==> src/sv/gn2d_pkg.sv <==
// gn2d_pkg: shared constants, types and functions for the 2d gradient noise pipeline
// no dependencies
`timescale 1ns / 1ps
package gn2d_pkg;

    localparam int ANGLE_BITS = 10;
    localparam int FRAC_BITS  = 8;
    localparam int COORD_W    = 24;
    localparam int CELL_W     = COORD_W - FRAC_BITS;
    localparam int DOT_W      = 32;
    localparam int FADE_W     = 18;
    localparam int TBL_N      = 1 << ANGLE_BITS;

    localparam logic [31:0] K_SEED_A = 32'd374761393;
    localparam logic [31:0] K_SEED_B = 32'd668265263;
    localparam logic [31:0] K_MIX_1  = 32'd3284157443;
    localparam logic [31:0] K_MIX_2  = 32'd1911520717;
    localparam logic [31:0] K_MIX_3  = 32'd2048419325;

    localparam logic [63:0] SIN_A1 = 64'd1686629713;
    localparam logic [63:0] SIN_A3 = 64'd693598669;
    localparam logic [63:0] SIN_A5 = 64'd85569306;
    localparam logic [63:0] SIN_A7 = 64'd5026994;
    localparam logic [63:0] SIN_A9 = 64'd172271;

    typedef logic signed [15:0] grad_t;
    typedef logic signed [DOT_W-1:0] dot_t;

    // elaboration-time sine for table construction
    function automatic logic signed [15:0] quarter_sin(input logic [63:0] z);
        logic [63:0] z2;
        logic [63:0] t;
        logic [63:0] s;
        z2 = (z * z) << 2;
        t  = SIN_A7 - ((SIN_A9 * z2) >> 30);
        t  = SIN_A5 - ((t * z2) >> 30);
        t  = SIN_A3 - ((t * z2) >> 30);
        t  = SIN_A1 - ((t * z2) >> 30);
        s  = (t * z) >> 14;
        s  = (s + 64'd32768) >> 16;
        return 16'(s);
    endfunction

    function automatic grad_t table_sin(input logic [15:0] p);
        logic [15:0] v;
        logic [63:0] r;
        r = {50'd0, p[13:0]};
        v = p[14] ? quarter_sin(64'd16384 - r) : quarter_sin(r);
        return p[15] ? -$signed(v) : $signed(v);
    endfunction

    typedef grad_t grad_tbl_t [TBL_N];

    function automatic grad_tbl_t build_sin();
        grad_tbl_t tb;
        for (int i = 0; i < TBL_N; i++)
        begin
            tb[i] = table_sin(16'(i << (16 - ANGLE_BITS)));
        end
        return tb;
    endfunction

    localparam grad_tbl_t SIN_TBL = build_sin();

endpackage

==> src/sv/gn2d_blend.sv <==
// gn2d_blend: pipelined bilinear blend of four corner dots, final rounding and saturation to 16 bits
// depends on gn2d_pkg
`timescale 1ns / 1ps
module gn2d_blend
(
    input  logic                           clk,
    input  logic                           en,
    input  gn2d_pkg::dot_t                 n0,
    input  gn2d_pkg::dot_t                 n1,
    input  gn2d_pkg::dot_t                 n2,
    input  gn2d_pkg::dot_t                 n3,
    input  logic [gn2d_pkg::FADE_W-1:0]    sx,
    input  logic [gn2d_pkg::FADE_W-1:0]    sy,
    output logic signed [15:0]             noise
);
    localparam int DW = gn2d_pkg::DOT_W;
    localparam int FB = gn2d_pkg::FRAC_BITS;
    logic signed [DW-1:0] a0_reg, a2_reg, d0_reg, d2_reg, u_reg, w_reg, e_reg;
    logic signed [DW-1:0] u0_reg, w0_reg, u1_reg;
    logic [gn2d_pkg::FADE_W-1:0] sx1_reg, sy1_reg, sy2_reg, sy3_reg, sy4_reg;
    logic signed [DW+19:0] p0_reg, p2_reg;
    logic signed [DW-1:0] v_reg;
    logic signed [DW-1:0] r;
    logic signed [15:0] out_reg;

    assign r = (v_reg + DW'(1 << (FB - 2))) >>> (FB - 1);

    always_ff @(posedge clk)
    begin
        if (en)
        begin
            a0_reg  <= n0;
            a2_reg  <= n2;
            d0_reg  <= n1 - n0;
            d2_reg  <= n3 - n2;
            sx1_reg <= sx;
            sy1_reg <= sy;
            p0_reg  <= $signed({1'b0, sx1_reg}) * d0_reg;
            p2_reg  <= $signed({1'b0, sx1_reg}) * d2_reg;
            u0_reg  <= a0_reg;
            w0_reg  <= a2_reg;
            sy2_reg <= sy1_reg;
            u_reg   <= u0_reg + DW'(p0_reg >>> 16);
            w_reg   <= w0_reg + DW'(p2_reg >>> 16);
            sy3_reg <= sy2_reg;
            e_reg   <= w_reg - u_reg;
            u1_reg  <= u_reg;
            sy4_reg <= sy3_reg;
            v_reg   <= u1_reg + DW'(((DW+20)'($signed({1'b0, sy4_reg}))
                       * (DW+20)'(e_reg)) >>> 16);
            if (r > 32767)
                out_reg <= 16'sd32767;
            else if (r < -32768)
                out_reg <= -16'sd32768;
            else
                out_reg <= 16'(r);
        end
    end

    assign noise = out_reg;
endmodule

==> config.mk <==
export PLATFORM = sky130hd
export DESIGN_NAME = gn2d_blend
export DESIGN_NICKNAME = d
export VERILOG_FILES = /design/src/sv/gn2d_pkg.sv /design/src/sv/gn2d_blend.sv
export SDC_FILE = /design/constraint.sdc
export NUM_CORES = 2
export LEC_CHECK = 0
export ABC_AREA = 1
export BUFFER_PORTS_ARGS = -buffer_cell sky130_fd_sc_hd__buf_2
export CORE_ASPECT_RATIO = 1.5
export CORE_UTILIZATION = 40
export DETAILED_ROUTE_END_ITERATION = 16
export PLACE_DENSITY_LB_ADDON = 0.3
export SYNTH_ARGS = -nofsm -noshare
export SYNTH_HDL_FRONTEND = slang
export SYNTH_SLANG_ARGS = --single-unit
==> constraint.sdc <==
create_clock -name clk -period 7 [get_ports clk]
set_input_delay 1.4 -clock clk [delete_from_list [all_inputs] [get_ports clk]]
set_output_delay 1.4 -clock clk [all_outputs]
set_load 0.01 [all_outputs]
==> out/metrics.cfg <==
[place]
placement.io_buffers=181
hpwl_um=231000
finalWeightedCongestion=0.978
placedCellCount=13500

[critical_path]
crit_slowest_cell=sky130_fd_sc_hd__fa_2
worst_path_largest_cell_delay_ns=0.63
regToRegSetupSlack_ns=-0.42
worstPathArrival_ns=7.87
worst_r2r_end=v_reg[22]$_DFFE_PP_
critical_path_peak_fanout=8
critPathRequiredTime_ns=7.45
timing.reg2reg.worst_path_depth=36
worstSetupEndpointType=flip-flop
timing_worst_setup_path_type=reg -> reg
worst_setup_path_start_kind=flip-flop
r2r_start=e_reg[9]$_DFFE_PP_

[timing]
finalSetupViolations=22
max_freq_mhz=135
final_count_of_hold_timing_violations=0
slew_headroom_pct=34.0
grt_setup_unrepaired=true
tcrit_tclk_final_pct=106
finClkSkew_ns=0.0188
worst_slew_pin_slew_ns=0.990
layout_setup_ws_ns=-0.419
whs_ns=0.413
setup-tns-final_ns=-5.43
period_needed_ns=7.42
slew_violations=0

[final_layout]
final_layout_size_suffix_gt1_share_pct=14.1
finish.cell_count_without_fillers=13700
fillerInstances=20700
mostFrequentLayoutCell=sky130_fd_sc_hd__inv_1
most_frequent_cells_in_the_layout=sky130_fd_sc_hd__inv_1, sky130_fd_sc_hd__nand2_1, sky130_fd_sc_hd__fa_1
nNetsFinal=13100
area.growth.synth_to_final_pct=17.0

[clock_tree]
clockRootBuffer=sky130_fd_sc_hd__clkbuf_16
ctsHtreeMaxLevel=2
clock_path_buffers=3
clk-insertion-delay-late_ns=0.70
cts-hold-fix-buffers=0
clock_tree_from_tritoncts=yes
cts_made_buffers=59
clk_pin_slew_worst_paths_ns=0.07
tritoncts_num_sinks=516

[min_path]
min_path_type=reg -> reg
min_delay_path_depth=0
whs_endpoint=sy4_reg[15]$_DFFE_PP_
hold_path.startpoint=sy3_reg[15]$_DFFE_PP_

[routing]
route.antenna.remaining_nets=0
routed_wirelength_normalized_by_instance_count_um=20.3
avgViaCountPerCell=4.97
drt-initial-drc-count=3735
via_count_of_the_routed_design=68000
detail_route.first_pass.iterations=6
drt_drc_violations_left=0
route.final.wire_length_um=278000

[flow_run]
max_cap_viol_count=0

[synth]
mapped_cells=10200
synth_top_flop_cell=sky130_fd_sc_hd__edfxtp_1
yosysWarningCount=0
netlist_area_um2=86400
mean_syn_cell_area_um2=8.49
synth_fp_nets=12500
synthArstFlopShare_pct=0
postSynthRegisterBits=516
synth.yosys.seq_area_share_pct=17.9
synth_enable_flop_cells=516
number_of_distinct_library_cells_after_synthesis=49

[floorplanning]
design.core.area_um2=214000
die_h_um=571
die_w_um=381
core.rowCount=208
io_pins=182
initial_core_util_pct=40.3
die_area_um2=218000

[run_status]
failed_checks=negative setup slack
run_status=complete, but fails checks

[grt]
grt_remaining_overflow=0
grt_first_pass_wirelength_um=427000
grt_start_max_net_pins=120
first_global_vias=75700
antenna_violations_before_repair=7
grt_usage_pct=25.9

cell type report:
cell class / count / area (um2) / area share, %
timing repair buffer: 934 / 8120 / 8.04
antenna: 5 / 12.5 / 0.0124
clock buffer: 67 / 1550 / 1.53
clock inverter: 43 / 422 / 0.417
tap: 2835 / 3550 / 3.51
sequential: 516 / 15500 / 15.3
inverter: 3012 / 11300 / 11.2
multi-input combinational: 6274 / 60600 / 60.0
stage by stage:
step                setup WS, ns  instance area (um2)  util (%)
finish                    -0.419               101000      47.1
global route              -0.736               101000      47.1
CTS                       -0.344                99400      46.3
detailed placement        -0.700                95300      44.4
global placement          -0.686                95300      44.4
floorplan              -0.000742                86400         -
worst max-delay path, delay by kind of cell (launching register included):
family	cells	cell delay, ns
AO/OA/AOI/OAI	1	0.19
XOR/XNOR	2	0.31
adder cells (fa/ha/maj)	8	3.68
buffers and inverters	8	0.85
flip-flops	1	0.56
AND/OR/NAND/NOR	17	1.58
repair_timing:
| action | CTS | global route |
|---|---|---|
| pin swaps | 143 | 220 |
| gates resized for setup | 353 | 357 |
| endpoints found under the setup margin | 26 | 27 |
| buffers inserted | 69 | 51 |
| cloned | 4 | 3 |
synthesized netlist by cell type, types with 7 or more instances:
master	count	share of area (%)
sky130_fd_sc_hd__nand4_1	44	0.32
sky130_fd_sc_hd__o21a_1	39	0.34
sky130_fd_sc_hd__nand2_1	2358	10
sky130_fd_sc_hd__ha_1	536	7.8
sky130_fd_sc_hd__o221ai_1	7	0.071
sky130_fd_sc_hd__a21oi_1	404	2.3
sky130_fd_sc_hd__o21ai_0	202	1.2
sky130_fd_sc_hd__a31oi_1	50	0.36
sky130_fd_sc_hd__nor2_1	341	1.5
sky130_fd_sc_hd__nor3_1	66	0.38
sky130_fd_sc_hd__inv_1	3006	13
sky130_fd_sc_hd__o21bai_1	14	0.12
sky130_fd_sc_hd__nand3_1	117	0.68
sky130_fd_sc_hd__fa_1	1613	37
sky130_fd_sc_hd__xor2_1	233	2.4
sky130_fd_sc_hd__xnor2_1	101	1.0
sky130_fd_sc_hd__nor4_1	22	0.16
sky130_fd_sc_hd__nand2_2	12	0.087
sky130_fd_sc_hd__a21o_1	29	0.25
sky130_fd_sc_hd__a211oi_1	13	0.11
sky130_fd_sc_hd__edfxtp_1	516	18
sky130_fd_sc_hd__o211ai_1	16	0.14
sky130_fd_sc_hd__a21boi_0	8	0.070
sky130_fd_sc_hd__clkbuf_1	290	1.3
sky130_fd_sc_hd__buf_1	77	0.33
layer usage:
layer	vias to the layer above	GRT usage (%)	wire [um]
met5	-	0	41
met4	6	17.6	22400
met3	861	2.95	12300
met2	2103	49.4	149000
met1	34100	26.2	93900
li1	30900	-	-
cells by family after synthesis:
| group | Yosys count | share of synthesized area, % |
|---|---|---|
| flip-flops | 516 | 17.9 |
| XOR/XNOR | 334 | 3.39 |
| buffers and inverters | 3386 | 14.7 |
| AND/OR/NAND/NOR | 2991 | 13.6 |
| adder cells (fa/ha/maj) | 2149 | 45.1 |
| AO/OA/AOI/OAI | 800 | 5.15 |
worst max-delay path by stage:
| stage | from | end | cells past startpoint |
|---|---|---|---|
| floorplan | e_reg[8]$_DFFE_PP_ | v_reg[30]$_DFFE_PP_ | 31 |
| global placement | sy4_reg[2]$_DFFE_PP_ | v_reg[30]$_DFFE_PP_ | 39 |
| detailed placement | sy4_reg[4]$_DFFE_PP_ | v_reg[28]$_DFFE_PP_ | 34 |
| CTS | sy4_reg[2]$_DFFE_PP_ | v_reg[23]$_DFFE_PP_ | 40 |
| global route | sy4_reg[7]$_DFFE_PP_ | v_reg[31]$_DFFE_PP_ | 35 |
| finish | e_reg[9]$_DFFE_PP_ | v_reg[22]$_DFFE_PP_ | 36 |
Power is left out: the tool's default activity adds up to more than one toggle a clock period on the data nets, which glitch-free logic cannot reach.
