==> src/sv/gn2d_pkg.sv <==
// gn2d_pkg: shared constants, types and functions for the 2d gradient noise pipeline
// no dependencies
`timescale 1ns / 1ps
package gn2d_pkg;

    localparam int ANGLE_BITS = 10;
    localparam int FRAC_BITS  = 8;
    localparam int COORD_W    = 24;
    localparam int CELL_W     = COORD_W - FRAC_BITS;
    localparam int DOT_W      = 32;
    localparam int FADE_W     = 18;
    localparam int TBL_N      = 1 << ANGLE_BITS;

    localparam logic [31:0] K_SEED_A = 32'd374761393;
    localparam logic [31:0] K_SEED_B = 32'd668265263;
    localparam logic [31:0] K_MIX_1  = 32'd3284157443;
    localparam logic [31:0] K_MIX_2  = 32'd1911520717;
    localparam logic [31:0] K_MIX_3  = 32'd2048419325;

    localparam logic [63:0] SIN_A1 = 64'd1686629713;
    localparam logic [63:0] SIN_A3 = 64'd693598669;
    localparam logic [63:0] SIN_A5 = 64'd85569306;
    localparam logic [63:0] SIN_A7 = 64'd5026994;
    localparam logic [63:0] SIN_A9 = 64'd172271;

    typedef logic signed [15:0] grad_t;
    typedef logic signed [DOT_W-1:0] dot_t;

    // elaboration-time sine for table construction
    function automatic logic signed [15:0] quarter_sin(input logic [63:0] z);
        logic [63:0] z2;
        logic [63:0] t;
        logic [63:0] s;
        z2 = (z * z) << 2;
        t  = SIN_A7 - ((SIN_A9 * z2) >> 30);
        t  = SIN_A5 - ((t * z2) >> 30);
        t  = SIN_A3 - ((t * z2) >> 30);
        t  = SIN_A1 - ((t * z2) >> 30);
        s  = (t * z) >> 14;
        s  = (s + 64'd32768) >> 16;
        return 16'(s);
    endfunction

    function automatic grad_t table_sin(input logic [15:0] p);
        logic [15:0] v;
        logic [63:0] r;
        r = {50'd0, p[13:0]};
        v = p[14] ? quarter_sin(64'd16384 - r) : quarter_sin(r);
        return p[15] ? -$signed(v) : $signed(v);
    endfunction

    typedef grad_t grad_tbl_t [TBL_N];

    function automatic grad_tbl_t build_sin();
        grad_tbl_t tb;
        for (int i = 0; i < TBL_N; i++)
        begin
            tb[i] = table_sin(16'(i << (16 - ANGLE_BITS)));
        end
        return tb;
    endfunction

    localparam grad_tbl_t SIN_TBL = build_sin();

endpackage

==> src/sv/gn2d_fade.sv <==
// gn2d_fade: pipelined quintic fade of a lattice fraction, four stages, Q16 result
// depends on gn2d_pkg
`timescale 1ns / 1ps
module gn2d_fade
(
    input  logic                             clk,
    input  logic                             en,
    input  logic [gn2d_pkg::FRAC_BITS-1:0]   frac,
    output logic [gn2d_pkg::FADE_W-1:0]      fade
);
    localparam int FADE_W_L = gn2d_pkg::FADE_W;
    logic [16:0] t_reg;
    logic [33:0] t2_reg;
    logic [16:0] t1_reg;
    logic [16:0] t3_reg;
    logic signed [20:0] inner_reg;
    logic [16:0] t3_next;
    logic signed [20:0] inner_next;
    logic [FADE_W_L-1:0] fade_reg;

    always_comb
    begin
        t3_next    = 17'(({17'd0, t2_reg} * {34'd0, t1_reg}) >> 32);
        inner_next = 21'(((38'sd6 * $signed({4'b0, t2_reg})) >>> 16)
                     - 38'sd15 * $signed({21'd0, t1_reg}) + 38'sd655360);
    end

    always_ff @(posedge clk)
    begin
        if (en)
        begin
            t_reg     <= 17'({frac, {(16 - gn2d_pkg::FRAC_BITS){1'b0}}});
            t2_reg    <= t_reg * t_reg;
            t1_reg    <= t_reg;
            t3_reg    <= t3_next;
            inner_reg <= inner_next;
            fade_reg  <= FADE_W_L'((40'($signed({1'b0, t3_reg})) * 40'(inner_reg)) >>> 16);
        end
    end

    assign fade = fade_reg;
endmodule

==> config.mk <==
export PLATFORM = sky130hd
export DESIGN_NAME = gn2d_fade
export DESIGN_NICKNAME = d
export VERILOG_FILES = /design/src/sv/gn2d_pkg.sv /design/src/sv/gn2d_fade.sv
export SDC_FILE = /design/constraint.sdc
export NUM_CORES = 1
export LEC_CHECK = 0
export ABC_AREA = 1
export ABC_CLOCK_PERIOD_IN_PS = 14520
export BUFFER_PORTS_ARGS = -buffer_cell sky130_fd_sc_hd__buf_2
export CORE_AREA = 4 4 220 222
export CTS_BUF_LIST = sky130_fd_sc_hd__clkbuf_8
export DETAILED_ROUTE_END_ITERATION = 16
export DIE_AREA = 0 0 224 226
export GPL_TIMING_DRIVEN = 0
export PLACE_DENSITY = 0.64
export SYNTH_ARGS = -nofsm -noshare
export SYNTH_HDL_FRONTEND = slang
export SYNTH_SLANG_ARGS = --single-unit
==> constraint.sdc <==
create_clock -name clk -period 14.52 [get_ports clk]
set_clock_uncertainty 0.1 [all_clocks]
set_input_delay 2.904 -clock clk [delete_from_list [all_inputs] [get_ports clk]]
set_output_delay 2.904 -clock clk [all_outputs]
set_load 0.01 [all_outputs]
==> results.md, run 1 <==
- Status: finished, final reports clean
- Mapped Area: 0.0231 sq mm
- CP peak stage delay: 670 ps
- Critical path class: reg2reg
- Worst Hold Depth: 0
- Post-synth ARST share: 0%
- Post-route core utilization: 52.1%
- Setup total negative slack: 0 ps
- Number of flip-flops in the largest register: 19
- Die Ht: 226 microns
- Routed Wire Length: 58200 microns
- Layout area overhead: 4.83%
- Ordered list of cells on the worst path: clkbuf_1, clkbuf_1, nand2_1, fa_1, inv_1, fa_1, inv_1, fa_1, fa_1, inv_1, fa_1, inv_1, fa_1, inv_1, ha_1, inv_1, nor3_1, and2_1, nand2_1, o21bai_1, nand3_1, nand3_1, nand2_1
- Max Cap Viol: 0
- F_max: 0.137 GHz
- Worst path required time: 14730 ps
- Mean Syn Cell Area: 7.69 sq um
- Grt ovf: 0
- Final Hold Fails: 0
- Drt first-iter violations: 1148
- Post-CTS Setup Inserts: 0
- Vias in the first global route: 19400
- GRT Util Overall: 24.2%
- Fin crit share: 50.1%
- CTS tree: yes
- Worst r2r path cells: 23
- Worst Setup Start Kind: flop
- CTS Buffer Depth: 2
- Vias: 18300
- Clock slew at reported path FFs: 100 ps
- Sequential area share after synthesis: 10.9%
- # clock sinks: 84
- Slew at the pin closest to its max-slew limit: 791 ps
- Slew Limit Fails: 0
- Hpwl dp: 49900 microns
- Filler instances: 4546
- Routed Antenna Nets: 0
- Layout cells sized above 1: 2.27%
- RSZ-0062 raised after global routing: no
- Reg2Reg Launch Point: t3_reg[12]$_DFFE_PP_
- Warnings from Yosys: 0
- Port Buffers: 27
- Synth unique cells: 39
- Shortest period the worst path allows: 7270 ps
- Reg2reg end: fade[17]$_DFFE_PP_
- Pin count of the biggest net entering global routing: 53
- Hold path start: t_reg[8]$_DFFE_PP_
- PostCTS Resize Cnt: 0
- Die area: 0.0506 sq mm
- Drt via density: 5.01
- Post-synth EDFFs: 84
- Slowest cell on crit path: clkbuf_1
- Hold endpoint: t1_reg[8]$_DFFE_PP_
- Skew-Pair Late Insertion Delay: 440 ps
- Hold buffers post-CTS: 0
- # nets final: 3676
- Syn nets: 3637
- Routability cong.: 0.934
- Synth Register Bits: 84
- DRT Pass-1 Iters: 7
- Worst relative slew slack: 47.2%
- Number of antenna violations at the first check in global routing: 0
- WL per Instance: 15.9 microns
- Crit-path max FO: 10
- Die Wd: 224 microns
- Remaining DRCs: 0
- Main synth FF type: edfxtp_1
- First-pass GRT wire length: 97800 microns
- IO Count: 28
- H-tree depth: 3
- Clock tree root buffer cell: clkbuf_8
- Hold/Removal Path Class: reg2reg
- Core area: 0.0464 sq mm
- Critical path endpoint category: flop
- Worst R2R Setup Slack: 7250 ps
- CTS Buf Count: 9
- Worst Path Arrival: 7480 ps
- Row count: 79
- Setup Viol. Count Final: 0
- Synth Instances: 2997
- Starting Density: 49.7%
-- synthesized netlist by cell type (4+ instances only) --
cell	number	area, sq um
inv_1	902	3390
nand2_1	785	2950
fa_1	416	8330
ha_1	214	2680
nor2_1	102	383
a21oi_1	96	480
clkbuf_1	88	330
edfxtp_1	84	2520
nand3_1	79	395
xor2_1	57	499
o21ai_0	40	200
xnor2_1	18	158
nand4_1	17	106
nor3_1	15	75.1
o21bai_1	11	82.6
nor4_1	9	56.3
a21o_1	8	60.1
buf_1	6	22.5
o21ai_1	6	30.0
buf_2	5	25.0
a31oi_1	4	25.0
nand2_2	4	25.0
nor2_2	4	25.0
-- per-stage QoR --
stage / instances / setup WS (ps) / hold WS (ps) / instance area, sq um
3_5_place_dp: 3632 / 7370 / 330 / 24000
4_1_cts: 3648 / 7340 / 354 / 24200
2_1_floorplan: 2997 / 8830 / 324 / 23100
6_report: 3649 / 7250 / 350 / 24200
3_3_place_gp: 3631 / 7380 / 331 / 24000
5_1_grt: 3648 / 6930 / 378 / 24200
-- metal layers --
metal | vias to the layer above | global-route usage [%] | routed length (microns)
li1 | 8751 | - | -
met1 | 8957 | 31.3 | 24800
met2 | 462 | 42.9 | 29200
met3 | 98 | 3.11 | 2640
met4 | 0 | 6.80 | 1510
met5 | - | 0 | 0
-- layout by cell type (no fill, tap or decap), drive strengths merged, types with 11 or more instances in the layout --
cell / Yosys / layout
xnor2: 18 / 18
nor2: 106 / 106
clkbuf: 90 / 99
fa: 416 / 416
nand4: 17 / 17
buf: 12 / 40
nand3: 81 / 81
a21oi: 97 / 97
nor3: 16 / 16
o21ai: 48 / 48
ha: 214 / 214
nand2: 791 / 791
inv: 903 / 908
o21bai: 11 / 11
xor2: 57 / 57
edfxtp: 84 / 84
-- how the worst max path moves through the flow --
stage / cells after the start / from / endpoint
after CTS: 23 / t3_reg[12]$_DFFE_PP_ / fade[17]$_DFFE_PP_
after floorplan: 23 / t3_reg[12]$_DFFE_PP_ / fade[17]$_DFFE_PP_
after global placement: 23 / t3_reg[12]$_DFFE_PP_ / fade[17]$_DFFE_PP_
after global routing: 23 / t3_reg[5]$_DFFE_PP_ / fade[17]$_DFFE_PP_
after detailed placement: 23 / t3_reg[5]$_DFFE_PP_ / fade[17]$_DFFE_PP_
final: 23 / t3_reg[12]$_DFFE_PP_ / fade[17]$_DFFE_PP_
-- critical path: cells and delay by family (launching register included) --
kind	cells	cell delay [ps]
buf+inv	8	1680
compound gates	1	180
flops	1	370
simple gates	7	1210
fa+ha+maj	7	3610
-- cell type report --
cell class                      count  area, sq um  share of cell area [%]
Clock buffer                        9          124                   0.512
Inverter                          903         3390                    14.0
Clock inverter                      7         63.8                   0.264
Buffer                            102          399                    1.65
Tap cell                          607          759                    3.14
Antenna cell                        1         2.50                  0.0104
Timing Repair Buffer               28          165                   0.683
Sequential cell                    84         2520                    10.4
Multi-Input combinational cell   1908        16700                    69.3
-- logic make-up after synthesis --
kind of cell | Yosys count | synth area share [%]
fa+ha+maj | 630 | 47.7
compound gates | 180 | 4.32
buf+inv | 1005 | 16.4
simple gates | 1023 | 17.7
xor+xnor | 75 | 2.85
flops | 84 | 10.9
Power of run 1 is not shown: default switching activity piles up to over one toggle a cycle in this logic, so the estimate is an artifact.
==> run 2: changes to the inputs <==
ABC_CLOCK_PERIOD_IN_PS = 6400   (was 14520)
PLACE_DENSITY = 0.67   (was 0.64)
clock period = 6.4 ns   (was 14.52 ns; I/O delays follow)
==> results.md, run 2 (synthesis results as in run 1) <==
- Status: finished, final reports clean (unchanged)
- Commonest non-fill, non-tap cell in the layout: inv_1 (unchanged)
- Routed Wire Length: 58000 microns (was 58200 microns)
- Antenna diodes: 0 (was 1)
- Vias: 18300 (about the same)
- Filler instances: 4468 (was 4546)
- Port Buffers: 27 (unchanged)
- Critical path class: reg2reg (unchanged)
- Layout cells sized above 1: 4.12% (was 2.27%)
- Worst path most repeated cell: fa_1
- F_max: 0.160 GHz (was 0.137 GHz)
- # clock sinks: 84 (unchanged)
- Post-route core utilization: 52.5% (was 52.1%)
- WL per Instance: 15.9 microns (about the same)
- IO Count: 28 (unchanged)
- Worst path required time: 6500 ps (was 14730 ps)
- Worst Setup Start Kind: flop (unchanged)
- Die area: 0.0506 sq mm (unchanged)
- Die Ht: 226 microns (unchanged)
- RSZ-0062 raised after global routing: yes (was no)
- Number of flip-flops in the largest register: 19 (unchanged)
- CP peak stage delay: 730 ps (was 670 ps)
- Clock slew at reported path FFs: 100 ps (about the same)
- Number of antenna violations at the first check in global routing: 0 (unchanged)
- Slew at the pin closest to its max-slew limit: 676 ps (was 791 ps)
- Hpwl dp: 49300 microns (was 49900 microns)
- # nets final: 3669 (was 3676)
- First-pass GRT wire length: 97600 microns (was 97800 microns)
- Multi-input logic area: 0.0168 sq mm (was 0.0167 sq mm)
- CTS tree: yes (unchanged)
- DRT Pass-1 Iters: 5 (was 7)
- Cell area after layout: 0.0243 sq mm (was 0.0242 sq mm)
- Drt via density: 5.03 (was 5.01)
- Commonest non-fill, non-tap cells in the layout: inv_1 (901), nand2_1 (785), fa_1 (413) (was inv_1 (902), nand2_1 (785), fa_1 (416))
- Clock tree root buffer cell: clkbuf_8 (unchanged)
- Critical path endpoint category: flop (unchanged)
- Hold/Removal Path Class: reg2reg (unchanged)
- Shortest period the worst path allows: 6270 ps (was 7270 ps)
- Grt ovf: 0 (unchanged)
- Worst Path Arrival: 6370 ps (was 7480 ps)
- Register area: 0.00252 sq mm (unchanged)
- Max Cap Viol: 0 (unchanged)
- Setup Viol. Count Final: 0 (unchanged)
- Pin count of the biggest net entering global routing: 67 (was 53)
- CTS Buf Count: 9 (unchanged)
- GRT Util Overall: 24.0% (was 24.2%)
- Slowest cell on crit path: edfxtp_1 (was clkbuf_1)
- Layout area overhead: 5.45% (was 4.83%)
- Vias in the first global route: 19400 (about the same)
- Placed inst area: 0.0240 sq mm (unchanged)
- Die Wd: 224 microns (unchanged)
- Remaining DRCs: 0 (unchanged)
- Drt first-iter violations: 999 (was 1148)
- Worst relative slew slack: 54.9% (was 47.2%)
- Ordered list of cells on the worst path: buf_2, nand2_1, fa_1, inv_1, fa_1, fa_1, fa_1, fa_1, inv_1, fa_1, inv_1, ha_1, nand2_1, nor2_1, inv_1, nor2_1, nand2_1, nor2_1, nor2_2, nand3_1, nand2_1 (was clkbuf_1, clkbuf_1, nand2_1, fa_1, inv_1, fa_1, inv_1, fa_1, fa_1, inv_1, fa_1, inv_1, fa_1, inv_1, ha_1, inv_1, nor3_1, and2_1, nand2_1, o21bai_1, nand3_1, nand3_1, nand2_1)
- Starting Density: 49.7% (unchanged)
- Fin crit share: 97.9% (was 50.1%)
- CTS Buffer Depth: 2 (unchanged)
- Slew Limit Fails: 0 (unchanged)
- Crit-path max FO: 10 (unchanged)
- H-tree depth: 3 (unchanged)
- Row count: 79 (unchanged)
- Core area: 0.0464 sq mm (unchanged)
- Final Hold Fails: 0 (unchanged)
- Routed Antenna Nets: 0 (unchanged)
- Hold WS: 358 ps (was 350 ps)
- Skew-Pair Late Insertion Delay: 430 ps (was 440 ps)
- Routability cong.: 0.936 (was 0.934)
run 2: changes by cell type in the layout (fill, tap and decap cells not counted), moves of 4 or more:
cell | previous run | this run
clkbuf_2 | 2 | 24
clkbuf_1 | 88 | 37
buf_4 | 1 | 20
buf_1 | 6 | 1
clkbuf_4 | 0 | 4
run 2: worst max-delay path, delay by kind of cell (launching register included):
| kind | cells | cell delay, ps |
|---|---|---|
| simple gates | 9 | 1250 |
| flops | 1 | 730 |
| fa+ha+maj | 7 | 3320 |
| buf+inv | 5 | 620 |
run 2: area by class of cell:
class | instances | area share [%]
Timing Repair Buffer | 47 | 1.27
Clock buffer | 9 | 0.509
Buffer | 76 | 1.46
Clock inverter | 7 | 0.365
Sequential cell | 84 | 10.4
Tap cell | 607 | 3.12
Inverter | 903 | 13.9
Multi-Input combinational cell | 1908 | 69.0
run 2: layer usage:
| layer | global-route usage (%) | wire length [microns] |
|---|---|---|
| met5 | 0 | 0 |
| met4 | 6.30 | 1510 |
| met3 | 3.65 | 3300 |
| met2 | 43.0 | 29000 |
| met1 | 30.5 | 24200 |
run 2: path summary, 6_finish.rpt:
check                  startpoint  slack, ps              endpoint  cells past startpoint
max          t3_reg[11]$_DFFE_PP_        130    fade[17]$_DFFE_PP_                     21
min           t_reg[12]$_DFFE_PP_        360  t1_reg[12]$_DFFE_PP_                      0
max reg2reg  t3_reg[11]$_DFFE_PP_        130    fade[17]$_DFFE_PP_                     21
min reg2reg   t_reg[12]$_DFFE_PP_        360  t1_reg[12]$_DFFE_PP_                      0
run 2: repair_timing:
item                       4_1_cts  5_1_grt
setup endpoints to repair       16       14
pin swaps                        0        1
cloned                           0        0
hold buffers                     0        0
setup buffers                    5       14
resized for setup               26       26
run 2: through the flow:
stage | worst slack, ps | TNS, ps | instances
finish | 135 | 0 | 3641
global route | -32.8 | -32.8 | 3641
CTS | 5.91 | 0 | 3639
detailed placement | -601 | -3320 | 3632
global placement | -607 | -3550 | 3631
floorplan | 709 | 0 | 2997
Power of run 2 is left out for the same reason.
==> run 3: changes to the inputs <==
CORE_AREA = 4 4 181 271   (was 4 4 220 222)
DIE_AREA = 0 0 185 275   (was 0 0 224 226)
PLACE_DENSITY = 0.66   (was 0.67)
==> results.md, run 3 (synthesis results as in run 1) <==
- First-pass GRT wire length: 100000 microns (was 97600 microns)
- Remaining DRCs: 0 (unchanged)
- Worst Setup Start Kind: flop (unchanged)
- CP top delay family: adder cells (unchanged)
- Critical Path Start: t3_reg[3]$_DFFE_PP_ (was t3_reg[11]$_DFFE_PP_)
- Pin count of the biggest net entering global routing: 63 (was 67)
- Max Cap Viol: 0 (unchanged)
- Hpwl dp: 52300 microns (was 49300 microns)
- GRT Util Overall: 25.1% (was 24.0%)
- Commonest non-fill, non-tap cell in the layout: inv_1 (unchanged)
- Number of flip-flops in the largest register: 19 (unchanged)
- Hold/Removal Path Class: reg2reg (unchanged)
- Worst Path Arrival: 6530 ps (was 6370 ps)
- Status: finished, final reports clean (unchanged)
- Worst r2r path cells: 21 (unchanged)
- Critical path endpoint category: flop (unchanged)
- Layout cells sized above 1: 4.37% (was 4.12%)
- CTS Buf Count: 9 (unchanged)
- H-tree depth: 3 (unchanged)
- Routed Wire Length: 60500 microns (was 58000 microns)
- Crit-path max FO: 10 (unchanged)
- Slowest cell on crit path: fa_1 (was edfxtp_1)
- Vias in the first global route: 20400 (was 19400)
- Filler instances: 4613 (was 4468)
- Vias: 18600 (was 18300)
- Routed Antenna Nets: 0 (unchanged)
- Commonest non-fill, non-tap cells in the layout: inv_1 (901), nand2_1 (785), fa_1 (414) (was inv_1 (901), nand2_1 (785), fa_1 (413))
- Grt ovf: 0 (unchanged)
- IO Count: 28 (unchanged)
- Starting Density: 49.5% (was 49.7%)
- Reg2Reg Launch Point: t3_reg[3]$_DFFE_PP_ (was t3_reg[11]$_DFFE_PP_)
- Port Buffers: 27 (unchanged)
- Shortest period the worst path allows: 6330 ps (was 6270 ps)
- Slew at the pin closest to its max-slew limit: 621 ps (was 676 ps)
- CTS tree: yes (unchanged)
- Die Wd: 185 microns (was 224 microns)
- RSZ-0062 raised after global routing: yes (unchanged)
- Slew Limit Fails: 0 (unchanged)
- CP endpoint: fade[17]$_DFFE_PP_ (unchanged)
- F_max: 0.158 GHz (was 0.160 GHz)
- Row count: 97 (was 79)
- Worst R2R Setup Slack: 70 ps (was 130 ps)
- Reg2reg end: fade[17]$_DFFE_PP_ (unchanged)
- Layout area overhead: 5.64% (was 5.45%)
- Drt via density: 5.11 (was 5.03)
- Worst relative slew slack: 58.6% (was 54.9%)
- Skew-Pair Late Insertion Delay: 430 ps (about the same)
- # clock sinks: 84 (unchanged)
- Antenna diodes: 0 (unchanged)
- Final Hold Fails: 0 (unchanged)
- Worst path required time: 6600 ps (was 6500 ps)
- Setup total negative slack: 0 ps (unchanged)
- WP buf/inv: 5 (unchanged)
- # nets final: 3676 (was 3669)
- Die Ht: 275 microns (was 226 microns)
- Hold buffers post-CTS: 0 (unchanged)
- DRT Pass-1 Iters: 6 (was 5)
- Drt first-iter violations: 933 (was 999)
- CP peak stage delay: 570 ps (was 730 ps)
- Number of antenna violations at the first check in global routing: 0 (unchanged)
- Clock slew at reported path FFs: 90 ps (was 100 ps)
- Setup Viol. Count Final: 0 (unchanged)
- Worst path most repeated cell: fa_1 (unchanged)
- Critical path class: reg2reg (unchanged)
- Worst path depth: 21 (unchanged)
- Fin crit share: 98.9% (was 97.9%)
- Die area: 0.0509 sq mm (was 0.0506 sq mm)
- Core area: 0.0466 sq mm (was 0.0464 sq mm)
- WL per Instance: 16.7 microns (was 15.9 microns)
- CTS Buffer Depth: 2 (unchanged)
- Routability cong.: 0.967 (was 0.936)
- Ordered list of cells on the worst path: clkbuf_2, nand2_1, inv_1, fa_1, inv_1, fa_1, fa_1, inv_1, fa_1, fa_1, fa_1, ha_1, nand2_1, inv_1, a21oi_1, nand2_1, nor2_4, nor2_1, nor2_1, nand3_1, nand2_1 (was buf_2, nand2_1, fa_1, inv_1, fa_1, fa_1, fa_1, fa_1, inv_1, fa_1, inv_1, ha_1, nand2_1, nor2_1, inv_1, nor2_1, nand2_1, nor2_1, nor2_2, nand3_1, nand2_1)
- Clock tree root buffer cell: clkbuf_8 (unchanged)
## run 3: worst reg2reg max path, delay by kind of cell (launching register included)
| kind | cells | cell delay [ps] |
|---|---|---|
| compound gates | 1 | 220 |
| fa+ha+maj | 7 | 3450 |
| buf+inv | 5 | 600 |
| flops | 1 | 520 |
| simple gates | 8 | 1340 |
## run 3: final cells by class
type                       instances  area [sq um]  area share, %
buffer                            78           379           1.56
clock buffer                       9           124          0.508
clock inverter                     7          62.6          0.257
inverter                         903          3390           13.9
multi-input combinational       1908         16800           68.8
sequential                        84          2520           10.4
tap                              594           743           3.05
timing repair buffer              52           370           1.52
## run 3: repair_timing
action / 4_1_cts / 5_1_grt
gates resized for setup: 34 / 36
endpoints found under the setup margin: 18 / 12
buffers inserted: 10 / 14
endpoints found under the hold margin: 0 / 0
## run 3: how the worst min path moves through the flow
stage          cells after the start                 from                    to  slack (ps)
6_report                           0  t_reg[14]$_DFFE_PP_  t1_reg[14]$_DFFE_PP_         360
3_3_place_gp                       0   t_reg[9]$_DFFE_PP_   t1_reg[9]$_DFFE_PP_         330
4_1_cts                            0  t_reg[14]$_DFFE_PP_  t1_reg[14]$_DFFE_PP_         360
2_1_floorplan                      0  t_reg[12]$_DFFE_PP_  t1_reg[12]$_DFFE_PP_         320
5_1_grt                            0  t_reg[15]$_DFFE_PP_  t1_reg[15]$_DFFE_PP_         380
3_5_place_dp                       0  t_reg[14]$_DFFE_PP_  t1_reg[14]$_DFFE_PP_         330
## run 3: through the flow
stage	util [%]	std cells	setup slack, ps	area, sq um	hold slack [ps]
global placement	51.4	3618	-531	23900	332
global route	52.3	3635	-59.6	24400	376
finish	52.3	3635	71.0	24400	357
CTS	52.0	3631	-5.65	24200	357
floorplan	-	2997	709	23100	324
detailed placement	51.4	3619	-540	24000	334
## run 3: per-layer routing
metal	vias up	routed length, microns	global-route usage (%)
li1	8745	-	-
met1	9110	20700	25.6
met2	496	33700	48.9
met3	206	2410	2.71
met4	0	3750	14.1
met5	-	0	0
Power of run 3 is left out for the same reason.
